`config.mk`:
```
export PLATFORM = sky130hd
export DESIGN_NAME = positional_list_engine
export DESIGN_NICKNAME = d
export VERILOG_FILES = /design/src/hw/rtl/ple_pkg.sv /design/src/hw/rtl/positional_list_engine.sv
export VERILOG_INCLUDE_DIRS = /design/src /design/src/hw/rtl
export SDC_FILE = /design/constraint.sdc
export NUM_CORES = 1
export LEC_CHECK = 0
export ABC_AREA = 1
export BUFFER_PORTS_ARGS = -buffer_cell sky130_fd_sc_hd__buf_2
export CAP_MARGIN = 20
export CORE_AREA = 4 4 352 354
export CTS_CLUSTER_DIAMETER = 60
export DETAILED_ROUTE_END_ITERATION = 10
export DIE_AREA = 0 0 356 358
export SYNTH_ARGS = -nofsm -noshare
export SYNTH_HDL_FRONTEND = slang
export SYNTH_SLANG_ARGS = --single-unit
export TNS_END_PERCENT = 30
```
`constraint.sdc`:
```
create_clock -name clk -period 7.65 [get_ports clk]
set_input_delay 0.3825 -clock clk [delete_from_list [all_inputs] [get_ports clk]]
set_output_delay 0.3825 -clock clk [all_outputs]
set_load 0.02 [all_outputs]
```
`src/hw/rtl/positional_list_engine_assert.svh`:
```
`ifndef POSITIONAL_LIST_ENGINE_ASSERT_SVH
`define POSITIONAL_LIST_ENGINE_ASSERT_SVH

// same-cycle implication, sampled on clk, off during reset
`define PLE_ASSERT_IMPL(label, ante, cons) \
	label: assert property (@(posedge clk) disable iff (!arst_n) (ante) |-> (cons)) \
		else $error("ple assertion failed");

// next-cycle implication, sampled on clk, off during reset
`define PLE_ASSERT_NEXT(label, ante, cons) \
	label: assert property (@(posedge clk) disable iff (!arst_n) (ante) |=> (cons)) \
		else $error("ple assertion failed");

`endif

```
`src/hw/rtl/ple_pkg.sv`:
```
package ple_pkg;

	localparam int DEPTH_DEF = 32;

	localparam int OP_W   = 4;
	localparam int POS_W  = 6;
	localparam int DATA_W = 32;
	localparam int ST_W   = 3;
	localparam int CNT_W  = 6;

	localparam logic [OP_W-1:0] OP_INS_HEAD = 4'd0;
	localparam logic [OP_W-1:0] OP_INS_TAIL = 4'd1;
	localparam logic [OP_W-1:0] OP_INS_AT   = 4'd2;
	localparam logic [OP_W-1:0] OP_RM_HEAD  = 4'd3;
	localparam logic [OP_W-1:0] OP_RM_TAIL  = 4'd4;
	localparam logic [OP_W-1:0] OP_RM_AT    = 4'd5;
	localparam logic [OP_W-1:0] OP_SEARCH   = 4'd6;
	localparam logic [OP_W-1:0] OP_SHOW_FWD = 4'd7;
	localparam logic [OP_W-1:0] OP_SHOW_REV = 4'd8;

	localparam logic [ST_W-1:0] ST_OK       = 3'd0;
	localparam logic [ST_W-1:0] ST_BADPOS   = 3'd1;
	localparam logic [ST_W-1:0] ST_EMPTY    = 3'd2;
	localparam logic [ST_W-1:0] ST_FULL     = 3'd3;
	localparam logic [ST_W-1:0] ST_FOUND    = 3'd4;
	localparam logic [ST_W-1:0] ST_NOTFOUND = 3'd5;

	typedef struct packed {
		logic [OP_W-1:0]          op;
		logic [POS_W-1:0]         position;
		logic signed [DATA_W-1:0] value;
	} cmd_t;

	typedef struct packed {
		logic [ST_W-1:0]          status;
		logic signed [DATA_W-1:0] item;
		logic [CNT_W-1:0]         entry_count;
		logic                     last;
	} result_t;

endpackage

```
`src/hw/rtl/positional_list_engine.sv`:
```
// Bounded ordered list of signed 32-bit values held in one DEPTH-entry memory
// with a registered read port. A command is taken when start is high and busy
// is low; each result shows on result for one cycle with done high and cannot
// be held off, so the receiver must take every transfer as it comes. Errors
// (full, empty, bad position) and inserts at the tail answer without a walk.
// Work that walks entries (shifting on a positional insert or remove, search,
// listing) reads one entry per cycle through the single read port. Listing
// streams one result per cycle, the final one marked by last.
`include "positional_list_engine_assert.svh"

module positional_list_engine #(
	parameter int DEPTH = ple_pkg::DEPTH_DEF
) (
	input  logic              clk,
	input  logic              arst_n,
	input  logic              start,
	input  ple_pkg::cmd_t     cmd,
	output logic              busy,
	output logic              done,
	output ple_pkg::result_t  result
);
	import ple_pkg::*;

	localparam int AW = (DEPTH > 1) ? $clog2(DEPTH) : 1;
	localparam int CW = $clog2(DEPTH + 1);
	localparam int XW = (CW > POS_W) ? CW : POS_W;

	localparam logic [1:0] S_IDLE  = 2'd0;
	localparam logic [1:0] S_WALK  = 2'd1;
	localparam logic [1:0] S_DRAIN = 2'd2;
	localparam logic [1:0] S_FIN   = 2'd3;

	logic [1:0]              state_q;
	logic [CW-1:0]           count_q;
	logic                    done_q;
	logic                    found_q;
	logic                    valid_s1;
	result_t                 result_q;

	logic [OP_W-1:0]         op_q;
	logic [AW-1:0]           pos_q;
	logic signed [DATA_W-1:0] value_q;
	logic [AW-1:0]           ptr_q;
	logic [AW-1:0]           end_q;
	logic                    up_q;
	logic signed [DATA_W-1:0] removed_q;
	logic [AW-1:0]           addr_s1;
	logic                    last_s1;
	logic signed [DATA_W-1:0] rdata_s1;

	logic signed [DATA_W-1:0] mem_q [DEPTH];

	logic                    accept;
	logic                    full;
	logic                    empty;
	logic [XW-1:0]           cnt_x;
	logic [XW-1:0]           tgt_x;
	logic [AW-1:0]           cnt_m1;
	logic                    d_emit;
	logic [ST_W-1:0]         d_status;
	logic                    d_walk;
	logic                    d_fin;
	logic [AW-1:0]           d_ptr;
	logic [AW-1:0]           d_end;
	logic                    d_up;
	logic [AW-1:0]           d_pos;

	logic                    ins_op;
	logic                    rm_op;
	logic                    list_op;
	logic                    we;
	logic [AW-1:0]           waddr;
	logic signed [DATA_W-1:0] wdata;

	assign busy   = state_q != S_IDLE;
	assign done   = done_q;
	assign result = result_q;
	assign accept = start && !busy;

	assign full   = count_q == CW'(DEPTH);
	assign empty  = count_q == '0;
	assign cnt_x  = XW'(count_q);
	assign cnt_m1 = AW'(count_q - CW'(1));

	assign ins_op  = op_q == OP_INS_HEAD || op_q == OP_INS_TAIL || op_q == OP_INS_AT;
	assign rm_op   = op_q == OP_RM_HEAD || op_q == OP_RM_TAIL || op_q == OP_RM_AT;
	assign list_op = op_q == OP_SHOW_FWD || op_q == OP_SHOW_REV;

	// command decode against the current count
	always_comb begin
		d_emit   = 1'b0;
		d_status = ST_OK;
		d_walk   = 1'b0;
		d_fin    = 1'b0;
		d_ptr    = '0;
		d_end    = '0;
		d_up     = 1'b0;
		d_pos    = '0;
		tgt_x    = '0;
		case (cmd.op)
			OP_INS_HEAD, OP_INS_TAIL, OP_INS_AT: begin
				if (cmd.op == OP_INS_TAIL) begin
					tgt_x = cnt_x;
				end else if (cmd.op == OP_INS_AT) begin
					tgt_x = XW'(cmd.position);
				end
				if (full) begin
					d_emit   = 1'b1;
					d_status = ST_FULL;
				end else if (tgt_x > cnt_x) begin
					d_emit   = 1'b1;
					d_status = ST_BADPOS;
				end else begin
					d_pos = AW'(tgt_x);
					if (tgt_x == cnt_x) begin
						d_fin = 1'b1;
					end else begin
						d_walk = 1'b1;
						d_ptr  = cnt_m1;
						d_end  = AW'(tgt_x);
					end
				end
			end
			OP_RM_HEAD, OP_RM_TAIL, OP_RM_AT: begin
				if (cmd.op == OP_RM_TAIL) begin
					tgt_x = XW'(cnt_x - XW'(1));
				end else if (cmd.op == OP_RM_AT) begin
					tgt_x = XW'(cmd.position);
				end
				if (empty) begin
					d_emit   = 1'b1;
					d_status = ST_EMPTY;
				end else if (tgt_x >= cnt_x) begin
					d_emit   = 1'b1;
					d_status = ST_BADPOS;
				end else begin
					d_walk = 1'b1;
					d_pos  = AW'(tgt_x);
					d_ptr  = AW'(tgt_x);
					d_end  = cnt_m1;
					d_up   = 1'b1;
				end
			end
			OP_SEARCH, OP_SHOW_FWD: begin
				if (empty) begin
					d_emit   = 1'b1;
					d_status = ST_EMPTY;
				end else begin
					d_walk = 1'b1;
					d_end  = cnt_m1;
					d_up   = 1'b1;
				end
			end
			OP_SHOW_REV: begin
				if (empty) begin
					d_emit   = 1'b1;
					d_status = ST_EMPTY;
				end else begin
					d_walk = 1'b1;
					d_ptr  = cnt_m1;
				end
			end
			default: begin
				d_emit = 1'b0;
			end
		endcase
	end

	// entry write: shift during the walk, new value at the end of an insert
	always_comb begin
		we    = 1'b0;
		waddr = '0;
		wdata = rdata_s1;
		if (valid_s1 && ins_op) begin
			we    = 1'b1;
			waddr = AW'(addr_s1 + AW'(1));
		end else if (valid_s1 && rm_op && addr_s1 != pos_q) begin
			we    = 1'b1;
			waddr = AW'(addr_s1 - AW'(1));
		end else if (state_q == S_FIN && ins_op) begin
			we    = 1'b1;
			waddr = pos_q;
			wdata = value_q;
		end
	end

	always_ff @(posedge clk) begin
		if (we) begin
			mem_q[waddr] <= wdata;
		end
		rdata_s1 <= mem_q[ptr_q];
	end

	always_ff @(posedge clk or negedge arst_n) begin
		if (!arst_n) begin
			state_q  <= S_IDLE;
			count_q  <= '0;
			done_q   <= 1'b0;
			found_q  <= 1'b0;
			valid_s1 <= 1'b0;
		end else begin
			done_q   <= (valid_s1 && list_op) || (accept && d_emit) || state_q == S_FIN;
			valid_s1 <= state_q == S_WALK;
			if (valid_s1 && op_q == OP_SEARCH && rdata_s1 == value_q) begin
				found_q <= 1'b1;
			end
			case (state_q)
				S_IDLE: begin
					if (accept) begin
						found_q <= 1'b0;
						if (d_walk) begin
							state_q <= S_WALK;
						end else if (d_fin) begin
							state_q <= S_FIN;
						end
					end
				end
				S_WALK: begin
					if (ptr_q == end_q) begin
						state_q <= S_DRAIN;
					end
				end
				S_DRAIN: begin
					state_q <= list_op ? S_IDLE : S_FIN;
				end
				S_FIN: begin
					state_q <= S_IDLE;
					if (ins_op) begin
						count_q <= count_q + CW'(1);
					end else if (rm_op) begin
						count_q <= count_q - CW'(1);
					end
				end
				default: begin
					state_q <= S_IDLE;
				end
			endcase
		end
	end

	always_ff @(posedge clk) begin
		if (state_q == S_IDLE && accept) begin
			op_q    <= cmd.op;
			value_q <= cmd.value;
			pos_q   <= d_pos;
			ptr_q   <= d_ptr;
			end_q   <= d_end;
			up_q    <= d_up;
			result_q <= '{status: d_status, item: '0, entry_count: CNT_W'(count_q), last: 1'b1};
		end
		if (state_q == S_WALK) begin
			ptr_q   <= up_q ? AW'(ptr_q + AW'(1)) : AW'(ptr_q - AW'(1));
			addr_s1 <= ptr_q;
			last_s1 <= ptr_q == end_q;
		end
		if (valid_s1 && rm_op && addr_s1 == pos_q) begin
			removed_q <= rdata_s1;
		end
		if (valid_s1 && list_op) begin
			result_q <= '{status: ST_OK, item: rdata_s1, entry_count: CNT_W'(count_q),
				last: last_s1};
		end
		if (state_q == S_FIN) begin
			if (ins_op) begin
				result_q <= '{status: ST_OK, item: '0,
					entry_count: CNT_W'(count_q + CW'(1)), last: 1'b1};
			end else if (rm_op) begin
				result_q <= '{status: ST_OK, item: removed_q,
					entry_count: CNT_W'(count_q - CW'(1)), last: 1'b1};
			end else begin
				result_q <= '{status: found_q ? ST_FOUND : ST_NOTFOUND, item: '0,
					entry_count: CNT_W'(count_q), last: 1'b1};
			end
		end
	end

	`PLE_ASSERT_IMPL(a_count_bound, 1'b1, count_q <= CW'(DEPTH))
	`PLE_ASSERT_NEXT(a_list_stream, done_q && !result_q.last, done_q)
	`PLE_ASSERT_IMPL(a_write_busy, we, state_q != S_IDLE)
	`PLE_ASSERT_NEXT(a_fin_done, state_q == S_FIN, done_q && state_q == S_IDLE)

endmodule
```
==> results.md <==
- Status: completed
- Max Slew Vio Count: 0
- Final setup violation count: 0
- Sw Share: 37.3%
- Slowest-stage cell, CP: nor2_4
- Critical R2R Launch: op_q[2]
- Asr flop ratio synth: 0.917%
- Syn_area_per_cell: 13.2 um2
- R2R Setup Slk: 3.93 ns
- Latest clock arrival within the worst-skew pair: 0.70 ns
- Crit path top cell by count: nand2_2
- Initial Utilization: 39.6%
- Die height: 358 um
- Detailed placement HPWL: 74600 um
- First-pass GRT wire length: 202000 um
- Initial DRC count: 3929
- IO Pins: 89
- Mapped Cells: 3636
- Hold WC Path Type: input pin to asynchronous set/reset pin
- Peak supply drop: 0.339 mV
- Startpoint Class: flip-flop
- Crit-path cells: nor2_2, nand2_2, nor3_2, nand2_1, a21boi_4, inv_2, nand2_2, nor2_4, buf_4
- Total of max-cap violations: 0
- Ant diodes: 0
- Synthesized Nets: 3702
- Pwr Density: 409 mW/mm2
- Leak: 18.0 nW
- Most frequent cells in the layout: edfxtp_1 (1156), nor2_1 (593), o21ai_0 (582)
- TritonCTS clock tree: built
- CTS sink count: 1199
- Die X: 356 um
- Post-synth EDFFs: 1156
- RSZ-0062 raised after global routing: false
- Sequential Power Share: 40.7%
- Drt via density: 5.67
- DRC Markers: 0
- Setup Crit Path Kind: flip-flop to flip-flop
- TNS Setup: 0 ns
- Reg2Reg Depth: 9
- Final nets: 3804
- Levels on crit path: 9
- Setup crit end: mem_q[17][21]
- Max stage delay on crit path: 0.76 ns
- Via count: 31000
- Core area: 0.121 mm2
- Worst Setup End Kind: flip-flop
- DP Area: 0.0506 mm2
- Clock power share: 26.3%
- Netlist Area Pre-Place: 0.0479 mm2
- Drt pass-1 iters: 5
- GR Overflow Total: 0
- Clock transition at path regs: 0.07 ns
- Post-route ant nets: 0
- Post-CTS Setup Bufs: 0
- Critical path data arrival time: 4.05 ns
- Tcrit/Tclk final: 48.7%
- CP Buf/Inv Count: 2
- Fin crit period: 3.72 ns
- Root Buffer: clkbuf_16
- Area grow syn2layout: 14.9%
- Pre-CTS WS: 4.02 ns
- Synth Flop Type: edfxtp_1
- I/O Buffers: 88
- Net Sw Power: 8.39 mW
- Setup ws final: 3.93 ns
- Crit. Startpoint: op_q[2]
- Yosys warns: 0
- Most common cell after layout, fill and taps aside: edfxtp_1
- GPL Wtd Cong: 0.878
- Final hold violation count: 0
- RR Endpoint: mem_q[17][21]
- Synth Area in XOR/XNOR: 0.603%
- Initial antenna violation count: 0
- Least-Margin Pin Slew: 1.11 ns
- Wire per inst: 25.2 um
- CP delay by family, top: simple AND/OR/NAND/NOR gates
- Worst hold slack: 0.151 ns
- Row cnt: 128
- DRT Wirelength: 138000 um
- Post-Synth Simple-Gate Area: 8.68%
- Layout cells sized above 1: 12.9%
- Sequential area share after synthesis: 74.3%
- Comb pwr share: 33.0%
- Synth Area in Compound Gates: 12.7%
- Adder-Cell Fraction of Synth Area: 0.564%
- Pin count of the biggest net entering global routing: 213
- Count of state elements after synthesis: 1199
- Post-synthesis mux area share: 0%
- Critical Path Fanout Max: 19
- CTS H-Tree Depth: 3
- Clk buf depth: 3
- Worst slew margin: 25.4%
- Die Area: 0.127 mm2
- Num CTS Buffers: 119
- Layout Skew: 0.0217 ns
- CP Data Required Time: 7.98 ns
- Vias in the first global route: 29600
- Synth cell types: 46
- Internal power: 14.1 mW
- Total global-route track usage: 21.1%
- Maximum clock frequency: 269 MHz
- Largest family of logic cells by synthesized area: compound AO/OA/AOI/OAI gates
- Final Cell Area: 0.0551 mm2
-- how the worst min path moves through the flow --
| stage | from | end | cells after the start |
|---|---|---|---|
| 2_1_floorplan | arst_n | cnt_x[0] | 0 |
| 3_3_place_gp | arst_n | done | 1 |
| 3_5_place_dp | arst_n | found_q | 1 |
| 4_1_cts | arst_n | found_q | 2 |
| 5_1_grt | arst_n | done | 2 |
| 6_report | arst_n | found_q | 2 |
-- flip-flops by register name, indices dropped and copies added (netlist names) --
name,count
result,42
valid_s1,1
cnt_x,6
op_q,4
found_q,1
rdata_s1,32
mem_q,1024
ptr_q,5
removed_q,32
up_q,1
end_q,5
value_q,32
pos_q,5
done,1
last_s1,1
state_q,2
addr_s1,5
-- cells in the mapped netlist, drive strengths merged, types with 13 or more instances --
cell / n / area, um2
inv: 119 / 452
nand3: 136 / 726
o22ai: 83 / 519
nor3: 13 / 70.1
dfxtp: 32 / 641
edfxtp: 1156 / 34700
o221ai: 194 / 1700
clkbuf: 134 / 503
o21a: 17 / 128
ha: 20 / 250
buf: 99 / 537
nand2: 211 / 850
nor2: 633 / 2390
xor2: 23 / 201
a21oi: 32 / 220
o21ai: 673 / 3370
-- routing by layer --
metal	routed length, um	GRT usage (%)	up-vias
li1	-	-	13800
met1	59600	30.9	15500
met2	62300	32.6	1430
met3	12200	3.68	217
met4	3620	6.25	0
met5	0	0	-
-- power groups by stage --
stage / sequential [mW] / clock, mW / combinational (mW)
after floorplan: 9.34 / 0 / 4.41
final: 9.16 / 5.93 / 7.43
after global placement: 9.28 / 0 / 7.24
after global routing: 9.21 / 6.29 / 8.05
after CTS: 9.15 / 6.00 / 7.35
after detailed placement: 9.29 / 0 / 7.31
-- cells by family (layout without fill, tap and decap cells) --
group	count (synthesis)	count (layout)
adders and majority gates	21	21
buffers and inverters	354	561
DFF	1199	1199
AOI/OAI and AO/OA	1018	1018
and+or+nand+nor	1011	1011
xor gates and xnor gates	33	33
-- cell type report --
class | instances | area [um2]
clock buffers | 169 | 3440
repair buffers | 214 | 1710
fillers | 10800 | 66000
well taps | 1625 | 2030
clock inverters | 57 | 562
flip-flops and latches | 1199 | 35600
inverters | 121 | 484
multi-input cells | 2083 | 11200
-- metrics by stage --
step,power (mW),utilization [%],std cells
finish,22.5,45.5,5468
global route,23.5,45.5,5468
detailed placement,16.6,41.8,5203
global placement,16.5,41.7,5195
floorplan,13.7,-,3636
CTS,22.5,45.4,5466
-- what timing repair did --
item,in CTS,in global routing
hold buffers,37,0
resized for setup,0,0
endpoints found under the hold margin,47,0
Power figures use the tool's default switching activity.
